**config.mk**
```make
export PLATFORM = sky130hd
export DESIGN_NAME = rnsh_sqrt
export DESIGN_NICKNAME = d
export VERILOG_FILES = /design/src/design/rnsh_pkg.sv /design/src/design/rnsh_sqrt.sv
export SDC_FILE = /design/constraint.sdc
export NUM_CORES = 1
export LEC_CHECK = 0
export BUFFER_PORTS_ARGS = -buffer_cell sky130_fd_sc_hd__buf_4
export CAP_MARGIN = 20
export CELL_PAD_IN_SITES_DETAIL_PLACEMENT = 1
export CELL_PAD_IN_SITES_GLOBAL_PLACEMENT = 1
export CORE_MARGIN = 5
export CORE_UTILIZATION = 47
export DETAILED_ROUTE_END_ITERATION = 10
export GPL_ROUTABILITY_DRIVEN = 0
export GPL_TIMING_DRIVEN = 0
export PLACE_DENSITY_LB_ADDON = 0.05
export SYNTH_ARGS = -nofsm -noshare
export SYNTH_HDL_FRONTEND = slang
export SYNTH_SLANG_ARGS = --single-unit
```
**constraint.sdc**
```tcl
create_clock -name clock -period 7.8 [get_ports clock]
set_input_delay 0.39 -clock clock [delete_from_list [all_inputs] [get_ports clock]]
set_output_delay 0.39 -clock clock [all_outputs]
set_load 0.01 [all_outputs]
```
**src/design/rnsh_pkg.sv**
```systemverilog
package rnsh_pkg;

   // Defaults for the top-level parameters.
   localparam int MAX_SEGMENTS_DEFAULT = 256;
   localparam int COORD_BITS_DEFAULT   = 24;

   // Fixed field widths of the two channels, and the fraction width.
   localparam int FIELD_W   = 24;
   localparam int FRAC_BITS = 32;
   localparam int DIST_W    = 24;

   localparam logic [DIST_W-1:0] MAX_DISTANCE = 24'hFFFFFF;

   // Operation codes.
   localparam logic OP_LOAD = 1'b0;
   localparam logic OP_RAY  = 1'b1;

   // Register indexes, as selected by the word address of the register port.
   localparam logic REG_SEGMENT_COUNT = 1'b0;
   localparam logic REG_DIST_LIMIT    = 1'b1;

   typedef struct packed {
      logic                      op;
      logic [7:0]                seg_index;
      logic signed [FIELD_W-1:0] start_x;
      logic signed [FIELD_W-1:0] start_y;
      logic signed [FIELD_W-1:0] end_x;
      logic signed [FIELD_W-1:0] end_y;
      logic [7:0]                object_id;
   } req_type;

   typedef struct packed {
      logic              hit;
      logic [DIST_W-1:0] hit_distance;
      logic [7:0]        hit_object;
      logic [DIST_W-1:0] texture_offset;
   } rsp_type;

   typedef enum logic [3:0] {
      ST_IDLE,
      ST_FETCH,
      ST_DIFF,
      ST_CROSS,
      ST_TEST,
      ST_DIV,
      ST_MUL,
      ST_DIST,
      ST_TEX,
      ST_NEXT
   } state_type;

endpackage

```
**src/design/rnsh_sqrt.sv**
```systemverilog
module rnsh_sqrt
   import rnsh_pkg::*;
#(
   parameter int W = 52
) (
   input  logic           clock,
   input  logic           reset,
   input  logic           start,
   input  logic [W-1:0]   radicand,
   output logic           done,
   output logic [W/2-1:0] root
);

   localparam int H  = W / 2;
   localparam int CW = $clog2(H + 1);

   // Digit-by-digit square root, one root bit a cycle.
   logic [W-1:0]   rad_ff;
   logic [H+1:0]   rem_ff;
   logic [H-1:0]   root_ff;
   logic [CW-1:0]  cnt_ff;
   logic           busy_ff;
   logic           done_ff;
   logic [H+1:0]   rem_next;
   logic [H+1:0]   trial;
   logic           fits;

   assign rem_next = {rem_ff[H-1:0], rad_ff[W-1:W-2]};
   assign trial    = {root_ff, 2'b01};
   assign fits     = rem_next >= trial;

   always_ff @(posedge clock) begin
      if (reset) begin
         busy_ff <= 1'b0;
         done_ff <= 1'b0;
         cnt_ff  <= '0;
      end else begin
         done_ff <= 1'b0;
         if (start) begin
            busy_ff <= 1'b1;
            cnt_ff  <= '0;
         end else if (busy_ff) begin
            cnt_ff <= cnt_ff + 1'b1;
            if (cnt_ff == CW'(H - 1)) begin
               busy_ff <= 1'b0;
               done_ff <= 1'b1;
            end
         end
      end
   end

   always_ff @(posedge clock) begin
      if (start) begin
         rad_ff  <= radicand;
         rem_ff  <= '0;
         root_ff <= '0;
      end else if (busy_ff) begin
         rad_ff  <= {rad_ff[W-3:0], 2'b00};
         rem_ff  <= fits ? (rem_next - trial) : rem_next;
         root_ff <= {root_ff[H-2:0], fits};
      end
   end

   assign done = done_ff;
   assign root = root_ff;

endmodule

```
==> results of run 1 <==
## cells in the mapped netlist, drive strengths merged (12+ instances only)
cell type	count	area share, %
dfxtp	59	19
xnor2	12	1.7
mux2	50	9.3
o21ai	24	2.0
a21oi	24	2.0
clkbuf	21	1.3
ha	30	6.2
edfxtp	52	26
a21o	12	1.5
a311oi	20	3.0
nor2	76	4.9
nand2	55	3.4
inv	40	2.5
mux2i	28	4.6
nand3	14	1.2
## cells in the final DEF, fill, tap and decap left out, drive strengths merged, types with 5 or more instances in the layout
cell / synthesis / final
inv: 40 / 42
and3: 5 / 5
a21o: 12 / 12
xnor2: 12 / 12
edfxtp: 52 / 52
ha: 30 / 30
nand4: 9 / 9
nand2: 55 / 55
xor2: 6 / 6
mux2i: 28 / 28
a311oi: 20 / 20
o21ai: 24 / 24
nand3: 14 / 14
buf: 10 / 91
nor2: 76 / 76
nor3: 10 / 10
a211oi: 7 / 7
a21oi: 24 / 24
dfxtp: 59 / 59
clkbuf: 21 / 33
mux2: 50 / 50
## where the power goes
group | internal (mW) | total [mW] | switching, mW | leakage [nW]
registers | 0.670 | 0.705 | 0.0348 | 1.01
clock network | 0.260 | 0.481 | 0.221 | 0.144
logic | 0.282 | 0.711 | 0.429 | 1.75
## state kept, by name (all words and copies together), names as in the netlist
name / cells
rem_ff: 26
busy_ff: 1
root: 26
cnt_ff: 5
rad_ff: 52
done: 1
## stage by stage
stage / std cells / total power, mW / utilization [%]
4_1_cts: 883 / 1.90 / 57.0
5_1_grt: 883 / 2.00 / 57.0
2_1_floorplan: 614 / 1.21 / -
3_3_place_gp: 866 / 1.39 / 54.5
3_5_place_dp: 867 / 1.42 / 54.7
6_report: 883 / 1.90 / 57.0
## kinds of logic after synthesis
group | Yosys count | share of synthesized area, %
xor+xnor | 18 | 2.60
simple gates | 191 | 14.4
compound gates | 115 | 13.0
buf+inv | 71 | 4.62
mux | 78 | 13.9
fa+ha+maj | 30 | 6.19
flops | 111 | 45.2
## cell type report
type / count / area (sq um) / share of cell area [%]
well taps: 172 / 215 / 2.99
repair buffers: 81 / 621 / 8.62
multi-input cells: 432 / 3040 / 42.2
plain buffers: 31 / 130 / 1.81
inverters: 40 / 150 / 2.09
flip-flops and latches: 111 / 2740 / 38.1
clock inverters: 4 / 52.6 / 0.730
clock buffers: 12 / 246 / 3.42
## worst paths after layout
kind,slack [ps],from,depth (start not counted),end
max,4580,root[19]$_SDFFE_PP0P_,12,rem_ff[8]$_SDFFE_PP0P_
min,190,reset,2,busy_ff$_SDFF_PP0_
max reg2reg,4580,root[19]$_SDFFE_PP0P_,12,rem_ff[8]$_SDFFE_PP0P_
min reg2reg,500,rem_ff[1]$_SDFFE_PP0P_,2,rem_ff[1]$_SDFFE_PP0P_
## layer usage
metal / wire length, microns / vias up / track usage [%] / part of all wire [%]
met5: 0 / - / 0 / 0
met4: 358 / 0 / 7.47 / 2.1
met3: 576 / 26 / 3.86 / 3.5
met2: 8110 / 108 / 37.6 / 49
met1: 7630 / 2450 / 28.4 / 46
li1: - / 2399 / - / -
==> results.py, run 1 <==
metrics = {
    "critical_path": {
        "timing.critical_path.to_type": "flip-flop",
        "worst_path_largest_cell_delay_ps": 450,
        "startpoint_type": "flip-flop",
        "crit_family": "compound AO/OA/AOI/OAI gates",
        "cp_data_required_time_ps": 8070,
        "worst_setup_path_type": "flip-flop to flip-flop",
        "worstPathMaxFanout": 10,
        "crit_path_cell_trace": "inv_1 -> ha_1 -> clkbuf_1 -> a21o_1 -> a21o_1 -> a21oi_1 -> o21ai_0 -> a41oi_1 -> nand2_1 -> clkbuf_1 -> nand2_1 -> a311oi_1",
        "crit_slowest_cell": "clkbuf_1",
        "crit_buf_inv": 3,
        "crit_arrival_ps": 3480,
    },
    "routing": {
        "avgRoutedWirePerCell_microns": 18.9,
        "detail-route-antenna-nets": 0,
        "drc_violation_count_after_routing": 0,
        "wl_mm": 16.7,
        "dr.pass1.iters": 4,
        "drt-vias-per-instance": 5.64,
        "drt_iter0_drc": 309,
        "route.vias.total": 4983,
    },
    "synth": {
        "seq_area_frac_synth_pct": 45.2,
        "postSynthCellCount": 614,
        "number_of_enable_flip_flop_cells_after_synthesis": 52,
        "syn-num-nets": 699,
        "synth_flop_cell": "dfxtp_1",
        "syn-mean-instance-area_sq_um": 9.87,
        "synth-async-reset-ratio_pct": 0,
        "post_synth_num_cell_types": 60,
        "post_synth_instance_area_sq_um": 6060,
        "synth_warnings": 0,
        "ys_seq_elements": 111,
    },
    "final_layout": {
        "fin_nets": 791,
        "layout-drive-gt1-share_pct": 22.8,
        "nFillCells": 1480,
        "final_cell_area_sq_um": 7200,
        "insertedDiodeCount": 0,
        "area_growth_pct": 18.7,
    },
    "sta": {
        "slew_headroom_pct": 46.1,
        "finalHoldViolations": 0,
        "finalMaxSlewViolations": 0,
        "min_period_ps": 3220,
        "post-route-period-util_pct": 41.3,
        "report.final.setup_viol": 0,
        "grt_setup_unrepaired": "no",
        "finalSetupTns_ps": 0,
        "worst-slew-pin-transition_ps": 808,
        "final_critical_path_setup_slack_ps": 4580,
        "max_freq_mhz": 311,
        "hold_ws_ps": 192,
        "skew_ps": 6.37,
    },
    "min_path": {
        "timing.hold.worst.class": "input pin to flip-flop",
    },
    "clock_network": {
        "clk_transition_reported_paths_ps": 80,
        "post-cts-setup-buffers": 0,
        "cts.hold.buffers_added": 0,
        "cts.repair.resized": 0,
        "clockRootBuffer": "clkbuf_16",
        "numClockSinks": 111,
        "clock_tree.buffer_depth": 2,
        "htreeDepth": 3,
        "tritoncts": "yes",
        "number_of_clock_buffers_inserted_by_tritoncts": 9,
        "worstSkewPairLatency_ps": 360,
    },
    "floorplanning": {
        "initial_core_util_pct": 48.0,
        "core_rows": 41,
        "placeableCoreArea_sq_um": 12600,
        "num_io_pins": 82,
        "die_area_sq_um": 15300,
        "die-width_microns": 124,
        "die-height_microns": 124,
    },
    "placed_design": {
        "placement.cell_area_sq_um": 6900,
        "dp_hpwl_mm": 12.4,
        "detailedPlace.worstSlack_ps": 4610,
        "io_buffers": 80,
    },
    "global_route": {
        "grt_usage_pct": 22.1,
        "overflow_left_after_global_routing": 0,
        "antenna_found_initial": 0,
        "global_route_wire_length_before_repair_mm": 26.1,
        "vias_in_the_first_global_route": 5180,
        "pin_count_of_the_biggest_net_entering_global_routing": 40,
    },
    "run_status": {
        "result_of_the_run": "finished, final reports clean",
    },
    "power": {
        "p_leak_nw": 2.89,
        "vdd.ir_drop.worst_mv": 0.133,
        "p_per_area_nw_per_um2": 264,
    },
    "flow_run": {
        "drv_cap": 0,
    },
}
(Power assumes the default switching activity.)
==> inputs of run 2 (changes only) <==
--- a/config.mk
+++ b/config.mk
@@ -10,7 +10,7 @@
 export CELL_PAD_IN_SITES_DETAIL_PLACEMENT = 1
 export CELL_PAD_IN_SITES_GLOBAL_PLACEMENT = 1
 export CORE_MARGIN = 5
-export CORE_UTILIZATION = 47
+export CORE_UTILIZATION = 45
 export DETAILED_ROUTE_END_ITERATION = 10
 export GPL_ROUTABILITY_DRIVEN = 0
 export GPL_TIMING_DRIVEN = 0
==> constraint.sdc (replaced) <==
create_clock -name clock -period 3.2 [get_ports clock]
set_input_delay 0.16 -clock clock [delete_from_list [all_inputs] [get_ports clock]]
set_output_delay 0.16 -clock clock [all_outputs]
set_load 0.01 [all_outputs]
==> run 2 against run 1 <==
Total power rose to 2.5 times the previous value. Worst setup slack worse by 4400 ps. Sequential cell count unchanged. Fmax up 7.5%. Clock power rose to 2.6 times the previous value. Sequential power up 140%.
==> results.py, run 2 (synthesis results as in run 1) <==
metrics = {
    "power": {
        "swShare_pct": 35.9,
        "power_frac_seq_pct": 36.1,
        "vdd.ir_drop.worst_mv": 0.521,
        "clock_power_share_pct": 26.7,
        "p_per_area_nw_per_um2": 652,
        "power.share.combinational_pct": 37.3,
        "total_power_mw": 4.75,
        "p_leak_nw": 2.93,
        "p_int_mw": 3.04,
        "power.switching_mw": 1.71,
    },
    "critical_path": {
        "cp_data_required_time_ps": 3470,
        "worst-r2r-setup-slack_ps": 210,
        "timing.rr.end": "rem_ff[24]$_SDFFE_PP0P_",
        "worst_setup_path_endpoint": "rem_ff[24]$_SDFFE_PP0P_",
        "startpoint_type": "flip-flop",
        "worstPathMaxFanout": 8,
        "timing.rr.start": "root[14]$_SDFFE_PP0P_",
        "worst_setup_path_type": "flip-flop to flip-flop",
        "crit_arrival_ps": 3270,
        "depth_of_the_most_critical_reg_to_reg_path": 11,
        "critical_path.startpoint": "root[14]$_SDFFE_PP0P_",
        "timing.critical_path.to_type": "flip-flop",
    },
    "floorplanning": {
        "placeableCoreArea_sq_um": 13200,
        "die-width_microns": 126,
        "core_rows": 42,
        "num_io_pins": 82,
        "die_area_sq_um": 15900,
        "die-height_microns": 126,
        "initial_core_util_pct": 45.8,
    },
    "sta": {
        "slew_headroom_pct": 45.4,
        "final_critical_path_setup_slack_ps": 207,
        "skew_ps": 13.6,
        "hold_ws_ps": 83.8,
        "min_period_ps": 2990,
        "worst-slew-pin-transition_ps": 819,
        "grt_setup_unrepaired": "no",
        "finalHoldViolations": 0,
        "finalMaxSlewViolations": 0,
        "max_freq_mhz": 334,
        "post-route-period-util_pct": 93.5,
        "report.final.setup_viol": 0,
    },
    "clock_network": {
        "worstSkewPairLatency_ps": 370,
        "clock_tree.buffer_depth": 2,
        "post-cts-setup-buffers": 0,
        "clockRootBuffer": "clkbuf_16",
        "htreeDepth": 3,
        "number_of_clock_buffers_inserted_by_tritoncts": 9,
        "tritoncts": "yes",
        "clk_transition_reported_paths_ps": 80,
        "numClockSinks": 111,
    },
    "final_layout": {
        "area_growth_pct": 20.1,
        "final_core_util_pct": 55.0,
        "fin_nets": 792,
        "max_reg_flops": 52,
        "largest_register": "rad_ff",
        "layout-drive-gt1-share_pct": 24.0,
        "non_filler_instance_count_after_layout": 888,
        "insertedDiodeCount": 0,
        "layout_common_cells": "buf_4, nor2_1, dfxtp_1",
        "mostFrequentLayoutCell": "buf_4",
        "nFillCells": 1518,
    },
    "global_route": {
        "grt.met3_usage_pct": 6.69,
        "overflow_left_after_global_routing": 0,
        "grt_most_used_layer": "met2",
        "met1_usage_pct": 24.8,
        "vias_in_the_first_global_route": 5228,
        "pin_count_of_the_biggest_net_entering_global_routing": 53,
        "antenna_found_initial": 0,
        "gr-usage-met2_pct": 35.4,
        "grt_usage_pct": 20.6,
        "global_route_wire_length_before_repair_mm": 26.4,
    },
    "routing": {
        "avgRoutedWirePerCell_microns": 18.0,
        "drt-vias-per-instance": 5.55,
        "drc_violation_count_after_routing": 0,
        "detail-route-antenna-nets": 0,
        "route.vias.total": 4924,
        "drt_iter0_drc": 262,
        "wl_mm": 16.0,
        "dr.pass1.iters": 4,
    },
    "placed_design": {
        "detailedPlace.worstSlack_ps": -13.7,
        "io_buffers": 80,
        "dp_hpwl_mm": 11.9,
        "dpl.cell_count": 870,
    },
    "run_status": {
        "result_of_the_run": "finished, final reports clean",
    },
    "min_path": {
        "timing.hold.worst.class": "input pin to flip-flop",
        "min_from": "radicand[0]",
    },
    "flow_run": {
        "drv_cap": 0,
    },
}
run 2: changes by cell type in the layout (fill, tap and decap cells not counted), sizes merged:
cell         before  now
clkinv            0    1
inv              42   43
dlygate4sd3       0    1
clkbuf           33   31
bufinv            1    2
clkinvlp          1    0
run 2: critical path, cell delays in order (launching register included):
cell	delay, ps
dfxtp_1	440
inv_1	70
ha_1	270
buf_2	180
nand4_2	120
nor2_4	210
nand3_1	120
or3_4	430
a21boi_2	280
nor2_4	100
or3b_1	420
a311oi_2	280
run 2: per-layer routing:
layer,vias up,wire (microns),share of wire [%]
met5,-,0,0
met4,0,244,1.5
met3,19,882,5.5
met2,87,8080,50
met1,2413,6810,43
li1,2405,-,-
run 2: how the worst min path moves through the flow:
| stage | to | slack [ps] | cells past startpoint |
|---|---|---|---|
| final | rad_ff[0]$_SDFFCE_PN0P_ | 80 | 2 |
| after global placement | busy_ff$_SDFF_PP0_ | 340 | 2 |
| after detailed placement | busy_ff$_SDFF_PP0_ | 340 | 2 |
| after global routing | rad_ff[14]$_DFFE_PP_ | 70 | 2 |
| after floorplan | busy_ff$_SDFF_PP0_ | 230 | 1 |
| after CTS | rad_ff[0]$_SDFFCE_PN0P_ | 70 | 2 |
run 2: final cells by class:
type                    instances  area [sq um]  share of cell area, %
multi-input cells             432          3080                   42.3
clock inverters                 6          97.6                   1.34
well taps                     176           220                   3.02
inverters                      40           150                   2.06
clock buffers                  10           229                   3.14
repair buffers                 82           631                   8.66
flip-flops and latches        111          2740                   37.7
plain buffers                  31           131                   1.80
run 2: per-stage QoR:
step	TNS (ps)	area, sq um
finish	0	7280
floorplan	0	6060
global route	0	7280
CTS	0	7220
detailed placement	-13.7	6880
global placement	0	6880
run 2: power by group through the flow:
stage          Sequential [mW]  Clock [mW]  Combinational [mW]
3_5_place_dp              1.75           0                1.69
5_1_grt                   1.73        1.37                1.96
6_report                  1.71        1.27                1.77
2_1_floorplan             1.71           0                1.25
4_1_cts                   1.72        1.30                1.71
3_3_place_gp              1.74           0                1.64
run 2: timing repair:
item,4_1_cts,5_1_grt
resized for setup,1,9
setup endpoints to repair,2,25
endpoints found under the hold margin,1,0
pin swaps,0,0
hold buffers,1,0
==> inputs of run 3 (changes only) <==
--- a/config.mk
+++ b/config.mk
@@ -10,7 +10,7 @@
 export CELL_PAD_IN_SITES_DETAIL_PLACEMENT = 1
 export CELL_PAD_IN_SITES_GLOBAL_PLACEMENT = 1
 export CORE_MARGIN = 5
-export CORE_UTILIZATION = 45
+export CORE_UTILIZATION = 41
 export DETAILED_ROUTE_END_ITERATION = 10
 export GPL_ROUTABILITY_DRIVEN = 0
 export GPL_TIMING_DRIVEN = 0
==> run 3 against run 2 <==
Highest routed layer unchanged. Global-route usage fell by 2.4 points. Combinational power barely moved. Fmax fell by 1.3%. Via count fell by 0.61%. Critical endpoint is now rem_ff[25]$_SDFFE_PP0P_. Sequential power barely moved. Critical path type unchanged. Routed wire length fell by 1.1%. Final cell count rose by 0.90%.
==> results.py, run 3 (synthesis results as in run 1) <==
metrics = {
    "routing": {
        "detail-route-antenna-nets": 0,
        "dr.pass1.iters": 4,
        "wl_mm": 15.8,
        "drt_iter0_drc": 194,
        "drt-vias-per-instance": 5.46,
        "avgRoutedWirePerCell_microns": 17.7,
        "drc_violation_count_after_routing": 0,
        "route.vias.total": 4894,
    },
    "final_layout": {
        "max_reg_flops": 52,
        "final_cell_area_sq_um": 7240,
        "mostFrequentLayoutCell": "buf_4",
        "layout-drive-gt1-share_pct": 23.9,
        "insertedDiodeCount": 0,
        "layout_common_cells": "buf_4, nor2_1, dfxtp_1",
        "nFillCells": 1672,
        "largest_register": "rad_ff",
        "fin_nets": 792,
        "area_growth_pct": 19.4,
    },
    "floorplanning": {
        "core_rows": 44,
        "die_area_sq_um": 17300,
        "die-width_microns": 132,
        "die-height_microns": 132,
        "placeableCoreArea_sq_um": 14500,
        "initial_core_util_pct": 41.7,
        "num_io_pins": 82,
    },
    "global_route": {
        "vias_in_the_first_global_route": 5304,
        "antenna_found_initial": 0,
        "overflow_left_after_global_routing": 0,
        "pin_count_of_the_biggest_net_entering_global_routing": 33,
        "global_route_wire_length_before_repair_mm": 26.1,
        "grt_usage_pct": 18.3,
    },
    "power": {
        "swShare_pct": 36.9,
        "total_power_mw": 4.58,
        "vdd.ir_drop.worst_mv": 0.293,
        "power_frac_seq_pct": 37.4,
        "p_leak_nw": 2.90,
        "p_int_mw": 2.89,
        "power.share.combinational_pct": 38.3,
        "clock_power_share_pct": 24.3,
        "p_per_area_nw_per_um2": 632,
        "power.switching_mw": 1.69,
    },
    "sta": {
        "finalMaxSlewViolations": 0,
        "worst-slew-pin-transition_ps": 853,
        "slew_headroom_pct": 43.2,
        "grt_setup_unrepaired": "no",
        "post-route-period-util_pct": 94.8,
        "max_freq_mhz": 330,
        "hold_ws_ps": 81.5,
        "finalHoldViolations": 0,
        "report.final.setup_viol": 0,
        "skew_ps": 11.8,
        "min_period_ps": 3030,
    },
    "critical_path": {
        "worst_setup_path_type": "flip-flop to flip-flop",
        "critical_path.startpoint": "root[14]$_SDFFE_PP0P_",
        "startpoint_type": "flip-flop",
        "worstPathMaxFanout": 8,
        "timing.rr.end": "rem_ff[25]$_SDFFE_PP0P_",
        "cp_data_required_time_ps": 3430,
        "timing.rr.start": "root[14]$_SDFFE_PP0P_",
        "worst-r2r-setup-slack_ps": 170,
        "crit_arrival_ps": 3260,
        "depth_of_the_most_critical_reg_to_reg_path": 10,
        "timing.critical_path.to_type": "flip-flop",
    },
    "min_path": {
        "timing.hold.worst.class": "input pin to flip-flop",
        "min_from": "radicand[0]",
        "worstHoldEndpoint": "rad_ff[0]$_SDFFCE_PN0P_",
        "worst_hold_path_stage_count": 2,
    },
    "clock_network": {
        "post-cts-setup-buffers": 0,
        "clk_transition_reported_paths_ps": 80,
        "clock_tree.buffer_depth": 2,
        "clockRootBuffer": "clkbuf_16",
        "tritoncts": "yes",
        "number_of_clock_buffers_inserted_by_tritoncts": 9,
        "numClockSinks": 111,
        "worstSkewPairLatency_ps": 360,
        "htreeDepth": 3,
    },
    "run_status": {
        "result_of_the_run": "finished, final reports clean",
    },
    "flow_run": {
        "drv_cap": 0,
    },
    "placed_design": {
        "io_buffers": 80,
        "placement.cell_area_sq_um": 6910,
        "dp_hpwl_mm": 12.0,
    },
}
## run 3: power groups by stage
stage	Clock, mW	Sequential (mW)	Combinational (mW)
floorplan	0	1.71	1.25
global placement	0	1.74	1.66
detailed placement	0	1.75	1.71
CTS	1.15	1.72	1.73
global route	1.21	1.73	1.95
finish	1.11	1.71	1.75
## run 3: cell type report
cell class	instances	area (sq um)	area share (%)
plain buffers	31	134	1.85
flip-flops and latches	111	2740	37.9
clock inverters	7	58.8	0.812
inverters	40	150	2.07
clock buffers	9	225	3.11
multi-input cells	432	3070	42.4
repair buffers	82	631	8.71
well taps	184	230	3.18
## run 3: how the worst max path moves through the flow
stage / slack [ps] / to / cells after the start
floorplan: 560 / rem_ff[24]$_SDFFE_PP0P_ / 10
global placement: 20 / rem_ff[1]$_SDFFE_PP0P_ / 11
detailed placement: -80 / rem_ff[1]$_SDFFE_PP0P_ / 11
CTS: 70 / rem_ff[1]$_SDFFE_PP0P_ / 11
global route: 10 / rem_ff[1]$_SDFFE_PP0P_ / 12
finish: 170 / rem_ff[25]$_SDFFE_PP0P_ / 10
## run 3: metal layers
layer  global-route usage [%]  vias up  part of all wire, %
li1                         -     2395                    -
met1                     21.1     2391                   43
met2                     32.5       91                   50
met3                     5.93       17                  5.7
met4                     4.86        0                  1.5
met5                        0        -                    0
## run 3: through the flow
step	cells	utilization, %	worst slack [ps]	TNS [ps]
floorplan	614	-	558	0
global placement	878	47.4	22.6	0
detailed placement	879	47.6	-81.4	-81.4
CTS	896	49.6	70.8	0
global route	896	49.8	11.8	0
finish	896	49.8	166	0
## run 3: worst max-delay path: stages, from the launching register on
cell and delay (ps):
dfxtp_1 440, inv_1 70, ha_1 280, buf_2 170
a21o_1 200, a211oi_1 500, o22a_1 230, o21ai_0 170
o41ai_1 520, mux2i_1 250, a21oi_1 80
## run 3: timing repair
item                                   CTS  global route
hold buffers                             1             0
setup endpoints to repair                3            22
endpoints found under the hold margin    1             0
resized for setup                        2             6
