<file path="config.mk">
export PLATFORM = sky130hd
export DESIGN_NAME = rnsh_div
export DESIGN_NICKNAME = d
export VERILOG_FILES = /design/src/design/rnsh_pkg.sv /design/src/design/rnsh_div.sv
export SDC_FILE = /design/constraint.sdc
export NUM_CORES = 1
export LEC_CHECK = 0
export ABC_AREA = 1
export ABC_CLOCK_PERIOD_IN_PS = 6400
export BUFFER_PORTS_ARGS = -buffer_cell sky130_fd_sc_hd__buf_2
export CAP_MARGIN = 25
export CORE_MARGIN = 3
export CORE_UTILIZATION = 50
export CTS_CLUSTER_DIAMETER = 30
export CTS_CLUSTER_SIZE = 10
export DETAILED_ROUTE_END_ITERATION = 7
export GPL_TIMING_DRIVEN = 0
export PLACE_DENSITY_LB_ADDON = 0.2
export SLEW_MARGIN = 10
export SYNTH_ARGS = -nofsm -noshare
export SYNTH_HDL_FRONTEND = slang
export SYNTH_SLANG_ARGS = --single-unit
</file>
<file path="constraint.sdc">
create_clock -name clock -period 6.4 [get_ports clock]
set_input_delay 0 -clock clock [delete_from_list [all_inputs] [get_ports clock]]
set_output_delay 0 -clock clock [all_outputs]
set_load 0.005 [all_outputs]
</file>
<file path="src/design/rnsh_pkg.sv">
package rnsh_pkg;

   // Defaults for the top-level parameters.
   localparam int MAX_SEGMENTS_DEFAULT = 256;
   localparam int COORD_BITS_DEFAULT   = 24;

   // Fixed field widths of the two channels, and the fraction width.
   localparam int FIELD_W   = 24;
   localparam int FRAC_BITS = 32;
   localparam int DIST_W    = 24;

   localparam logic [DIST_W-1:0] MAX_DISTANCE = 24'hFFFFFF;

   // Operation codes.
   localparam logic OP_LOAD = 1'b0;
   localparam logic OP_RAY  = 1'b1;

   // Register indexes, as selected by the word address of the register port.
   localparam logic REG_SEGMENT_COUNT = 1'b0;
   localparam logic REG_DIST_LIMIT    = 1'b1;

   typedef struct packed {
      logic                      op;
      logic [7:0]                seg_index;
      logic signed [FIELD_W-1:0] start_x;
      logic signed [FIELD_W-1:0] start_y;
      logic signed [FIELD_W-1:0] end_x;
      logic signed [FIELD_W-1:0] end_y;
      logic [7:0]                object_id;
   } req_type;

   typedef struct packed {
      logic              hit;
      logic [DIST_W-1:0] hit_distance;
      logic [7:0]        hit_object;
      logic [DIST_W-1:0] texture_offset;
   } rsp_type;

   typedef enum logic [3:0] {
      ST_IDLE,
      ST_FETCH,
      ST_DIFF,
      ST_CROSS,
      ST_TEST,
      ST_DIV,
      ST_MUL,
      ST_DIST,
      ST_TEX,
      ST_NEXT
   } state_type;

endpackage

</file>
<file path="src/design/rnsh_div.sv">
module rnsh_div
   import rnsh_pkg::*;
#(
   parameter int W = 60
) (
   input  logic                 clock,
   input  logic                 reset,
   input  logic                 start,
   input  logic [W-1:0]         dividend,
   input  logic [W-1:0]         divisor,
   output logic                 done,
   output logic [FRAC_BITS-1:0] quotient
);

   localparam int CW = $clog2(FRAC_BITS + 1);

   // Restoring division, one quotient bit a cycle; the dividend is below the divisor.
   logic [W:0]           rem_ff;
   logic [W-1:0]         div_ff;
   logic [FRAC_BITS-1:0] quo_ff;
   logic [CW-1:0]        cnt_ff;
   logic                 busy_ff;
   logic                 done_ff;
   logic [W:0]           shifted;
   logic                 fits;

   assign shifted = {rem_ff[W-1:0], 1'b0};
   assign fits    = shifted >= {1'b0, div_ff};

   always_ff @(posedge clock) begin
      if (reset) begin
         busy_ff <= 1'b0;
         done_ff <= 1'b0;
         cnt_ff  <= '0;
      end else begin
         done_ff <= 1'b0;
         if (start) begin
            busy_ff <= 1'b1;
            cnt_ff  <= '0;
         end else if (busy_ff) begin
            cnt_ff <= cnt_ff + 1'b1;
            if (cnt_ff == CW'(FRAC_BITS - 1)) begin
               busy_ff <= 1'b0;
               done_ff <= 1'b1;
            end
         end
      end
   end

   always_ff @(posedge clock) begin
      if (start) begin
         rem_ff <= {1'b0, dividend};
         div_ff <= divisor;
         quo_ff <= '0;
      end else if (busy_ff) begin
         rem_ff <= fits ? (shifted - {1'b0, div_ff}) : shifted;
         quo_ff <= {quo_ff[FRAC_BITS-2:0], fits};
      end
   end

   assign done     = done_ff;
   assign quotient = quo_ff;

endmodule

</file>
==> run summary, run 1 <==
The run finished with clean final reports. Max-cap violations in this run came to 0. The floorplan has 57 rows.

For the starting density of the core, the log shows 51.1%. The start-to-end type of the worst setup path was reg2reg. The count of port buffers added during placement works out to 155. The library cell used most frequently in the layout, excluding fill and tap cells, is sky130_fd_sc_hd__nand2_1.

CTS placed an instance of sky130_fd_sc_hd__clkbuf_16 at the clock tree root. In this run the number of H-tree levels came out at 4. The netlist area before placement was 0.0125 mm^2; the via density per instance was 4.95. After layout, the worst path uses 50.6% of the clock period. The depth of the worst register-to-register path came out at 15.

In this run the worst hold path is classified as in2reg. The total I/O pin count was 156. The total area inside the core boundary comes to 0.0244 mm^2. The most critical setup path has its startpoint at rem_ff[42]. The routed design has 41900 um of wire. STA classifies the critical path startpoint as a register. In this run the worst setup path terminates at rem_ff[51]. The area added between synthesis and finish was 24.6%. The clock input transition at the sequential cells of the worst setup and hold paths is 0.09 ns, and the via count of the first global-routing pass is 12282. Once the clock tree was built, the resizer swapped 0 gates to a different size. The met1 wire length was 18700 um; the critical path arrival was 3.45 ns. Global routing consumed, over all layers together, 31.3% of the routing resources. The net count after synthesis is 2123.

The die covers 0.0269 mm^2. Capture point of the worst reg-to-reg path: rem_ff[51]. In the final layout, the share of cells above drive strength 1 is 10.3%. The hold violation total from the final report was 0; the flip-flop and latch count after synthesis was 160. Leaving out fill and tap cells, the most frequent cells in the layout are sky130_fd_sc_hd__nand2_1 (795), sky130_fd_sc_hd__inv_1 (438), sky130_fd_sc_hd__buf_2 (165). The worst relative slew slack is 28.2%, and the setup violation total in the final timing report is 0. In the routed design, unresolved DRC markers number 0.

The count of nets left with antenna violations once routing finished came out at 0. The number of sinks on the clock net is 160, and the maximum resistive drop on vdd is 0.197 mV. At the pin with the least slew margin, the transition time is 1.08 ns. The wire-length estimate of the detail-placed layout is 32300 um. For the routability congestion estimate from global placement, the log shows 1.01. The highest layer touched by signal routing is met4. The first global-routing pass estimated 64700 um of wire. The tools report the core occupancy in the finished layout as 63.7%. Counting the buffers created by CTS gives 17. Data on the critical path is required at its endpoint by 6.61 ns.

Based on the critical path, the design can be clocked at up to 309 MHz. The synthesized design contains 120 enable-type register cells. The Yosys warning count was 0. TritonCTS built the clock tree. Wire segments on met3 add up to 3000 um in the final route. The die is 164 um tall. After layout, the minimum clock period comes to 3.24 ns. Setup repair after global routing left no endpoint under its margin.

For the number of antenna diodes, the log shows 0. The logs give 12736 for the via total after detailed routing and 37 for the post-synthesis cell type count. The logs give 18800 um for the length of routed met2 wiring and 62 for the pin count of the biggest net entering global routing. The instance count along the most critical hold path came out at 1. For this design the static power due to leakage is 8.52 nW. Global routing finished with a remaining overflow of 0. After routing, the total negative slack on setup checks comes to 0 ns.

The tools report the startpoint of the lowest-slack register-to-register path as rem_ff[42]. In the synthesized netlist, the number of instances is 1938. The run gives 0.0202 ns as the clock skew after layout. In this run the deepest clock path goes through 2 buffers. Of all nets on the critical path, the largest fanout is 10.

The die outline width is 164 um. STA classifies the critical path endpoint as a register. After synthesis, flip-flops and latches occupy 35.3% of the total area. Number of pins exceeding their max-slew limit in the final report: 0. Share of synthesized registers carrying an async set or reset: 0%. The number of nets in the finished design was 2420. The clock reaches the later pin of the worst-skew pair after 0.46 ns. After routing the design area is 0.0155 mm^2.

The initial detailed-routing violation count was 1107. Each instance of the synthesized netlist takes up on average 6.43 um^2. In the final routed layout, each cell accounts on average for 16.3 um.

The post-detailed-placement cell area is 0.0137 mm^2, and the reg2reg setup slack is 3.16 ns. The logs give 7 for the number of detailed-route iterations in the first pass and 0 for the initial antenna violation count. The top flip-flop cell by instance count after synthesis was sky130_fd_sc_hd__edfxtp_1.

For this design the ratio of total power to cell area is 295 mW/mm^2.
registers in the layout, indices dropped and copies added, names as in the netlist:
register,count
cnt_ff,6
div_ff,60
busy_ff,1
done,1
rem_ff,60
quotient,32
synth_stat cells, drive strengths merged, types with 5 or more instances:
| master | instances | share of area (%) |
|---|---|---|
| nor2 | 114 | 3.7 |
| nand3 | 120 | 5.0 |
| nand4 | 14 | 0.70 |
| ha | 61 | 6.1 |
| buf | 20 | 0.97 |
| o21ai | 5 | 0.20 |
| nand2 | 798 | 24 |
| clkbuf | 19 | 0.57 |
| xnor2 | 28 | 2.0 |
| nor3 | 9 | 0.40 |
| inv | 447 | 13 |
| o22ai | 30 | 1.5 |
| a21oi | 36 | 1.4 |
| edfxtp | 120 | 29 |
| nand3b | 57 | 3.4 |
| dfxtp | 40 | 6.4 |
area by class of cell:
cell class                      count  area (um^2)
Fill cell                        2285         8860
Clock buffer                       17          425
Tap cell                          324          405
Inverter                          449         1690
Multi-Input combinational cell   1290         6180
Sequential cell                   160         4400
Clock inverter                     15          204
Timing Repair Buffer              278         2030
Buffer                             39          194
stage by stage:
stage	hold WS [ns]	std cells	setup slack [ns]	power, W
after global placement	0.176	2417	0.768	0.00335
after global routing	0.238	2572	2.98	0.00489
final	0.210	2572	3.16	0.00458
after detailed placement	0.178	2419	3.22	0.00338
after CTS	0.203	2572	3.19	0.00454
after floorplan	0.0989	1938	3.36	0.00279
logic make-up (layout without fill, tap and decap cells):
kind of cell | Yosys count | in the layout | share of synthesized area (%)
compound gates | 76 | 76 | 3.45
flops | 160 | 160 | 35.3
fa+ha+maj | 62 | 62 | 6.28
xor+xnor | 30 | 30 | 2.11
buf+inv | 488 | 798 | 15.1
simple gates | 1122 | 1122 | 37.8
worst min path at each step:
stage,from,end,slack [ns]
3_5_place_dp,divisor[53],div_ff[53],0.18
3_3_place_gp,divisor[39],div_ff[39],0.18
4_1_cts,start,div_ff[47],0.20
2_1_floorplan,divisor[0],div_ff[0],0.1
5_1_grt,start,div_ff[48],0.24
6_report,start,div_ff[47],0.21
routing by layer:
metal	vias up	track usage (%)
met1	5720	42.0
met2	459	50.8
met5	-	0
met4	0	11.0
li1	6486	-
met3	71	5.65
power breakdown:
group / internal (W) / switching (W)
clock: 0.000542 / 0.000568
combinational: 0.000743 / 0.00139
sequential: 0.00128 / 0.0000614
worst max-delay path, stage by stage, from the launching register on:
cell and delay (ns):
sky130_fd_sc_hd__edfxtp_1 0.40, sky130_fd_sc_hd__ha_1 0.46, sky130_fd_sc_hd__nand2_1 0.13, sky130_fd_sc_hd__nor2_1 0.19, sky130_fd_sc_hd__inv_2 0.08, sky130_fd_sc_hd__nor2_2 0.33, sky130_fd_sc_hd__nand2_1 0.09, sky130_fd_sc_hd__nor2_1 0.11
sky130_fd_sc_hd__nand2_1 0.08, sky130_fd_sc_hd__nand3_1 0.08, sky130_fd_sc_hd__nor2_2 0.08, sky130_fd_sc_hd__nand2_2 0.32, sky130_fd_sc_hd__buf_4 0.28, sky130_fd_sc_hd__nand3_1 0.18, sky130_fd_sc_hd__nand2_1 0.12, sky130_fd_sc_hd__nand2_1 0.05
what timing repair did:
item,in CTS,in global routing
hold endpoints to repair,128,0
setup buffers,0,0
hold buffers,121,0
No activity file was read; power rests on OpenSTA's default activity.
==> inputs of run 2 (changes only) <==
--- a/config.mk
+++ b/config.mk
@@ -5,8 +5,8 @@
 export SDC_FILE = /design/constraint.sdc
 export NUM_CORES = 1
 export LEC_CHECK = 0
-export ABC_AREA = 1
-export ABC_CLOCK_PERIOD_IN_PS = 6400
+export ABC_AREA = 0
+export ABC_CLOCK_PERIOD_IN_PS = 3100
 export BUFFER_PORTS_ARGS = -buffer_cell sky130_fd_sc_hd__buf_2
 export CAP_MARGIN = 25
 export CORE_MARGIN = 3
==> constraint.sdc (replaced) <==
create_clock -name clock -period 3.1 [get_ports clock]
set_input_delay 0 -clock clock [delete_from_list [all_inputs] [get_ports clock]]
set_output_delay 0 -clock clock [all_outputs]
set_load 0.005 [all_outputs]
==> run 2 against run 1 <==
The flow now finishes with violations (setup timing). Routed wire length shrank 17%. Power is 130% higher. Synthesized cell count decreased by 41%. Worst hold slack lost 0.017 ns. Non-clock buffer count increased by 54. Global-route usage fell by 1.9 points. Cell area down 5.4%. Via count decreased by 21%. Register-to-register slack got worse by 3.3 ns. Sequential share of layout area rose by 1.6 points. Combinational power grew 150%. Critical path type unchanged. Highest routed layer unchanged.
==> run summary, run 2 <==
Clock-pin slew was measured on the worst setup and hold paths at 0.08 ns. STA classifies the critical path startpoint as a register. For the worst setup path, the data arrival time is 3.46 ns. The commonest cells after synthesis are sky130_fd_sc_hd__nor2_1 (130), sky130_fd_sc_hd__nand2_1 (127), sky130_fd_sc_hd__edfxtp_1 (120), sky130_fd_sc_hd__a21oi_1 (86), sky130_fd_sc_hd__inv_1 (77). The run gives 737 as the initial detailed-routing violation count.

The tools report the via count of the first global-routing pass as 9729. The worst path needs 3.25 ns of the cycle, external delays included. The run finished, with violations left. Setup repair after global routing could not meet its margin everywhere.

The startpoint of the lowest-slack register-to-register path was rem_ff[14]. The average instance in the mapped netlist occupies 9.12 um^2. The via density per instance came out at 5.75. The post-layout worst setup margin was -0.149 ns.

The busiest layer in global routing is met2. After synthesis the cells add up to 0.0104 mm^2. The die is 150 um wide. The worst setup path is captured at a register.

During synthesis, Yosys emitted a total of 0 warnings. In this run the remaining antenna-violating nets after routing total 0. After detailed placement, the total cell area comes to 0.0115 mm^2. Including well taps, the total number of placed cells is 1564. The core box area came out at 0.0203 mm^2. The routed design has 34700 um of wire. VDD sags by at most 0.474 mV. Summed over its instances, the top area cell type makes up 34.7% of the synthesized netlist area.

The run gives 22400 um as the sum of net half-perimeters after detailed placement. Routability-driven placement finished with a final weighted congestion of 0.945. Sequential cells were found to cover 42.4% of the synthesized design area.

The critical path data required time was 3.31 ns. After layout, the design draws a total of 0.0105 W. In the final layout, the share of cells above drive strength 1 is 27.4%.

By instance count, the leading cell after synthesis is sky130_fd_sc_hd__nor2_1. During placement, the flow inserted port buffers numbering 155. For met1 alone, demand over resource in global routing was 39.5%.

The setup check on the worst reg-to-reg path leaves a slack of -0.15 ns. Average wire length per cell after detail routing: 19.8 um. When the netlist entered floorplanning its net count stood at 1323. The number of detailed-route iterations in the first pass was 5; the number of antenna diodes was 0. The tools report the clock skew after layout as 0.0101 ns. The first global-routing pass estimated 51200 um of wire. The cell type with the largest total area after synthesis is sky130_fd_sc_hd__edfxtp_1. The number of cells in the finished layout apart from fillers came out at 1754. The hold-critical path endpoint is div_ff[27]. The instance count along the most critical hold path is 1. The worst hold path belongs to the class in2reg. Leaving out fill and tap cells, the most frequent cell in the layout is sky130_fd_sc_hd__buf_2.

The floorplan step defined a die boundary enclosing 0.0225 mm^2. The max-capacitance violation count is 0, and the number of sinks on the clock net is 160. Source of the worst hold timing path: start.

The worst pin sits at a relative slew slack of 37.6%. The number of enable-type register cells in the synthesized netlist is 120. In the routed design, unresolved DRC markers number 0.

In this run the static leakage power is 6.21 nW. The worst register-to-register path ends at rem_ff[52]. Number of pins exceeding their max-slew limit in the final report: 0.

The longest clock path from root to sink contains 2 buffers. Clock latency on the worst-skew pair, taken at its later pin, is 0.46 ns. The tools report the root buffer cell as sky130_fd_sc_hd__clkbuf_16. The total overflow left after global routing is 0.

Dividing the final minimum period by the clock period gives 105%. Once the floorplan was initialized, standard cells occupied 51.2% of the core. The run gives 1656 as the number of nets in the finished design. The power density over cell area works out to 715 mW/mm^2.

The die is 150 um tall. The initial antenna violation count was 0; the instance count of the mapped netlist was 1138. The slew at the pin closest to its max-slew limit is 0.936 ns. The final reports fail on setup timing. Ranked by total cell area, the synthesized netlist is headed by sky130_fd_sc_hd__edfxtp_1 (35%), sky130_fd_sc_hd__dfxtp_1 (7.7%), sky130_fd_sc_hd__ha_1 (7.4%). In this run, synthesis produced a sequential element count of 160.

For this design the top-level I/O count stands at 156. The hold violation total from the final report was 0; the top fanout value on the critical path was 5. The top flip-flop cell by instance count after synthesis was sky130_fd_sc_hd__edfxtp_1. The depth of the worst register-to-register path was 13. The library cells used most frequently in the layout, excluding fill and tap cells, are sky130_fd_sc_hd__buf_2 (156), sky130_fd_sc_hd__nor2_1 (124), sky130_fd_sc_hd__dlygate4sd3_1 (121).

For met2 alone, demand over resource in global routing was 48.3%. Setup violations remaining at the end of the flow were counted as 25. The run gives 4 as the maximum level of the CTS H-tree. For the pin count of the biggest net entering global routing, the log shows 62. The maximum operating frequency came out at 308 MHz.

The run gives 5.36% as the global-route track usage on met3. Relative to the synthesized area, the layout overhead comes to 41.5%. The worst setup path is of the reg2reg kind. The area of all placed cells without fillers is 0.0147 mm^2, and the share of synthesized registers carrying an async set or reset is 0%. The total routing resource utilization after global routing was 29.4%. Across all layers, the routed design uses 10079 vias. In the final timing run, aggregate negative setup slack is -1.36 ns. Number of rows created at floorplan: 52. The number of clock buffers added by TritonCTS is 17. For the post-synthesis cell type count, the log shows 81. TritonCTS built the clock tree.
[run 2: cell types whose count changed in the layout (fill, tap and decap cells not counted), moves of 34 or more]
cell                       delta
sky130_fd_sc_hd__nand2_1    -679
sky130_fd_sc_hd__inv_1      -363
sky130_fd_sc_hd__nand3_1    -102
sky130_fd_sc_hd__nand3b_1    -57
sky130_fd_sc_hd__buf_4       +46
sky130_fd_sc_hd__a21o_1      +43
sky130_fd_sc_hd__ha_1        -39
sky130_fd_sc_hd__a21oi_1     +38
sky130_fd_sc_hd__mux2i_1     +35
sky130_fd_sc_hd__a31oi_1     +34
[run 2: cell type report]
class	count	area [um^2]
plain buffers	43	308
clock buffers	17	425
clock inverters	15	211
fillers	1533	5600
inverters	77	289
multi-input cells	844	6260
flip-flops and latches	160	4400
well taps	270	338
repair buffers	328	2460
[run 2: how the worst max path moves through the flow]
stage,slack (ns),end,from
3_5_place_dp,-0.49,rem_ff[31],rem_ff[14]
6_report,-0.15,rem_ff[52],rem_ff[14]
3_3_place_gp,-0.80,rem_ff[28],start
4_1_cts,-0.03,rem_ff[55],rem_ff[13]
2_1_floorplan,0.25,rem_ff[57],rem_ff[13]
5_1_grt,-0.22,rem_ff[21],rem_ff[12]
[run 2: through the flow]
| stage | worst slack (ns) | utilization (%) | hold slack [ns] |
|---|---|---|---|
| 6_report | -0.149 | 72.4 | 0.193 |
| 5_1_grt | -0.224 | 72.4 | 0.232 |
| 4_1_cts | -0.0308 | 68.6 | 0.213 |
| 3_5_place_dp | -0.489 | 56.8 | 0.178 |
| 3_3_place_gp | -0.798 | 56.6 | 0.176 |
| 2_1_floorplan | 0.249 | - | 0.0691 |
[run 2: repair_timing]
| item | 4_1_cts | 5_1_grt |
|---|---|---|
| gates cloned | 3 | 1 |
| hold buffers | 121 | 0 |
| hold endpoints to repair | 121 | 0 |
| endpoints found under the setup margin | 61 | 61 |
| buffers inserted | 19 | 29 |
| pin swaps | 11 | 53 |
| gates resized for setup | 98 | 111 |
[run 2: report_power, final]
part | internal (W) | switching (W) | leakage [nW] | total (W)
combinational | 0.00239 | 0.00291 | 4.39 | 0.00530
sequential | 0.00269 | 0.000212 | 1.51 | 0.00290
clock | 0.00113 | 0.00116 | 0.307 | 0.00230
[run 2: cells by family (layout without fill, tap and decap cells)]
group / Yosys count / in the layout / synth area share, %
AND/OR/NAND/NOR: 392 / 393 / 17.7
adder cells (fa/ha/maj): 62 / 62 / 7.54
multiplexers: 39 / 39 / 3.80
AO/OA/AOI/OAI: 303 / 303 / 19.4
flip-flops: 160 / 160 / 42.4
buffers and inverters: 135 / 480 / 5.25
XOR/XNOR: 47 / 47 / 3.96
[run 2: critical path, cell delays in order, from the launching register on]
cell and delay (ns):
sky130_fd_sc_hd__edfxtp_1 0.45, sky130_fd_sc_hd__ha_4 0.32, sky130_fd_sc_hd__nand4_1 0.20, sky130_fd_sc_hd__nor3_4 0.31, sky130_fd_sc_hd__nand4_1 0.18, sky130_fd_sc_hd__a21oi_4 0.23, sky130_fd_sc_hd__nor3_4 0.07, sky130_fd_sc_hd__a211oi_4 0.28
sky130_fd_sc_hd__buf_6 0.15, sky130_fd_sc_hd__nor2_4 0.07, sky130_fd_sc_hd__buf_12 0.14, sky130_fd_sc_hd__buf_16 0.14, sky130_fd_sc_hd__and3_4 0.17, sky130_fd_sc_hd__a221o_1 0.27
[run 2: per-layer routing]
| metal | routed length (um) | share of wire (%) |
|---|---|---|
| met3 | 2560 | 7.4 |
| met5 | 0 | 0 |
| met2 | 16500 | 48 |
| met4 | 1160 | 3.3 |
| met1 | 14500 | 42 |
==> inputs of run 3 (changes only) <==
--- a/config.mk
+++ b/config.mk
@@ -6,7 +6,7 @@
 export NUM_CORES = 1
 export LEC_CHECK = 0
 export ABC_AREA = 0
-export ABC_CLOCK_PERIOD_IN_PS = 3100
+export ABC_CLOCK_PERIOD_IN_PS = 3430
 export BUFFER_PORTS_ARGS = -buffer_cell sky130_fd_sc_hd__buf_2
 export CAP_MARGIN = 25
 export CORE_MARGIN = 3
@@ -16,6 +16,7 @@
 export DETAILED_ROUTE_END_ITERATION = 7
 export GPL_TIMING_DRIVEN = 0
 export PLACE_DENSITY_LB_ADDON = 0.2
+export SETUP_SLACK_MARGIN = 0.02
 export SLEW_MARGIN = 10
 export SYNTH_ARGS = -nofsm -noshare
 export SYNTH_HDL_FRONTEND = slang
==> constraint.sdc (replaced) <==
create_clock -name clock -period 3.43 [get_ports clock]
set_input_delay 0 -clock clock [delete_from_list [all_inputs] [get_ports clock]]
set_output_delay 0 -clock clock [all_outputs]
set_load 0.005 [all_outputs]
==> run 3 against run 2 <==
Global-route usage is 0.74 points lower. Non-clock buffer count is 35 lower. Count of clock-buffer cells in the layout stayed put. The run now ends clean. Flip-flop and latch count stayed put. Highest routed layer unchanged. Via count is 2.4% lower. Largest power group unchanged. Critical path depth is 3 lower.
==> run summary, run 3 (synthesis gave the netlist of run 2 again) <==
The run finished with clean final reports. Including well taps, the total number of placed cells is 1564. For this run, design rule violations remaining after detail routing come to 0.

Headroom to the max-slew limit came out at 41.0%. The first global-routing pass estimated 49900 um of wire. The HPWL after detailed placement is 22400 um. The latest clock arrival within the worst-skew pair came out at 0.44 ns. In the layout the commonest cells are sky130_fd_sc_hd__buf_2 (159), sky130_fd_sc_hd__nor2_1 (129), sky130_fd_sc_hd__nand2_1 (126).

For this design the total switching power over the nets is 0.00350 W. The tools report the root buffer cell as sky130_fd_sc_hd__clkbuf_16. The clock arrives with 0.0117 ns of skew.

After the last flow step, the layout net total stands at 1621. At the pin with the least slew margin, the transition time is 0.885 ns. The clock passes through at most 2 buffers. The area added between synthesis and finish was 30.7%; the max-capacitance violation count was 0. Clock tree synthesis inserted a total of 17 buffers.

The initial utilization of the core area, before any placement, comes to 51.2%. Overall power: 0.00854 W. In the global route stage, overall resource usage came out at 28.6%. The via count of the first global-routing pass is 9535. Net switching is 41.0% of the power. Fill cells in the final layout number 1715.

Entering global routing, the biggest net connects 62 pins. Leftover overflow at the end of global routing: 0. Clock-pin slew was measured on the worst setup and hold paths at 0.08 ns. The via total after detailed routing is 9839.

The ratio of cells with drive above 1 in the final layout was 17.9%; the portion of total power attributed to sequential cells was 30.2%. Hold is met by 0.201 ns. The number of pins exceeding their max-slew limit in the final report was 0; the residual antenna-violating net count after detailed routing was 0. The initial antenna violation count was 0; the leakage power was 5.94 nW. Dividing the final minimum period by the clock period gives 96.9%. TritonCTS built the clock tree. Number of antenna diodes: 0. The congestion estimate from routability-driven global placement came to 0.945. The run gives 3.62 ns as the critical path data required time. The top fanout value on the critical path is 6, and the total I/O pin count is 156. The total internal power was 0.00504 W. The average wire length per cell after detail routing was 18.9 um. IR analysis of the VDD net gives a maximum drop of 0.423 mV.

The number of cells in the finished layout apart from fillers is 1719. The worst setup path is captured at a register. Data arrives at the worst endpoint at 3.52 ns.

The logs give 24.0% for the power share of the clock group and 32400 um for the final routed wirelength across all metal layers. After detailed routing, the number of vias per cell comes to 5.72. For this run, the detailed router's first-pass iteration total came to 5. The count of buffers added on input and output ports is 155. In this run the vertical extent of the chip is 150 um.

For the maximum operating frequency, the log shows 301 MHz. Die footprint: 0.0225 mm^2. After floorplanning, the core was divided into 52 placement rows. Hold violation total from the final report: 0. The final critical path time including I/O delays and setup came out at 3.32 ns.

The worst setup path is launched from a register. In this run the standard cell core region covers 0.0203 mm^2. The tightest min-delay check is of the in2reg type.

For the total negative slack for setup checks, the log shows 0 ns. Dividing total power by cell area gives a power density of 630 mW/mm^2. The tree built by TritonCTS fans out to 160 sinks. The library cell used most frequently in the layout, excluding fill and tap cells, is sky130_fd_sc_hd__buf_2. Combinational cells account for 45.8% of the total power. Setup violations remaining at the end of the flow were counted as 0. The floorplan step set the die width to 150 um. The first routing iteration left 631 violations. Start-to-end type of the worst setup path: reg2reg. Setup repair after global routing could not meet its margin everywhere. The run gives 4 as the maximum level of the CTS H-tree.
run 3: worst max-delay path, cell delays in order, from the launching register on:
cell	delay, ns
sky130_fd_sc_hd__edfxtp_1	0.42
sky130_fd_sc_hd__ha_1	0.41
sky130_fd_sc_hd__a21oi_1	0.26
sky130_fd_sc_hd__o21ai_0	0.20
sky130_fd_sc_hd__a21oi_1	0.22
sky130_fd_sc_hd__o21ai_0	0.22
sky130_fd_sc_hd__a31o_2	0.35
sky130_fd_sc_hd__or3_1	0.36
sky130_fd_sc_hd__a21oi_1	0.22
sky130_fd_sc_hd__xnor2_1	0.09
sky130_fd_sc_hd__a221o_1	0.34
run 3: final timing paths:
path / depth (start not counted) / start / slack, ns / endpoint
setup / recovery: 10 / rem_ff[26] / 0.11 / rem_ff[52]
hold / removal: 1 / start / 0.20 / div_ff[27]
setup reg to reg: 10 / rem_ff[26] / 0.11 / rem_ff[52]
hold reg to reg: 1 / cnt_ff[5] / 0.48 / done
run 3: routing by layer:
metal,wire length [um],global-route usage [%],vias to the layer above
li1,-,-,4721
met1,14300,38.6,4701
met2,15000,46.4,353
met3,2200,5.57,64
met4,946,9.70,0
met5,0,0,-
run 3: repair_timing:
| action | in CTS | in global routing |
|---|---|---|
| setup buffers | 0 | 6 |
| setup endpoints to repair | 57 | 61 |
| hold endpoints to repair | 121 | 0 |
| cloned | 0 | 1 |
| resized for setup | 8 | 36 |
| pin swaps | 0 | 3 |
| hold buffers | 121 | 0 |
run 3: cell type report:
| class | count | area, um^2 | share of cell area, % |
|---|---|---|---|
| buffer | 53 | 277 | 2.04 |
| clock buffer | 17 | 425 | 3.14 |
| clock inverter | 15 | 211 | 1.56 |
| inverter | 77 | 289 | 2.13 |
| multi-input combinational | 844 | 5560 | 41.0 |
| sequential | 160 | 4400 | 32.5 |
| tap | 270 | 338 | 2.49 |
| timing repair buffer | 283 | 2060 | 15.2 |
run 3: power by group through the flow:
stage | logic (W) | clock network (W) | registers (W)
detailed placement | 0.00355 | 0 | 0.00261
finish | 0.00391 | 0.00205 | 0.00258
floorplan | 0.00267 | 0 | 0.00256
global route | 0.00428 | 0.00216 | 0.00260
global placement | 0.00352 | 0 | 0.00261
CTS | 0.00371 | 0.00207 | 0.00257
run 3: per-stage QoR:
stage               area (um^2)  util, %  setup WS, ns
floorplan                 10400        -         0.579
global placement          11500     56.6        -0.468
detailed placement        11500     56.8        -0.159
CTS                       13400     66.1        0.0204
global route              13600     66.8       -0.0171
finish                    13600     66.8         0.106
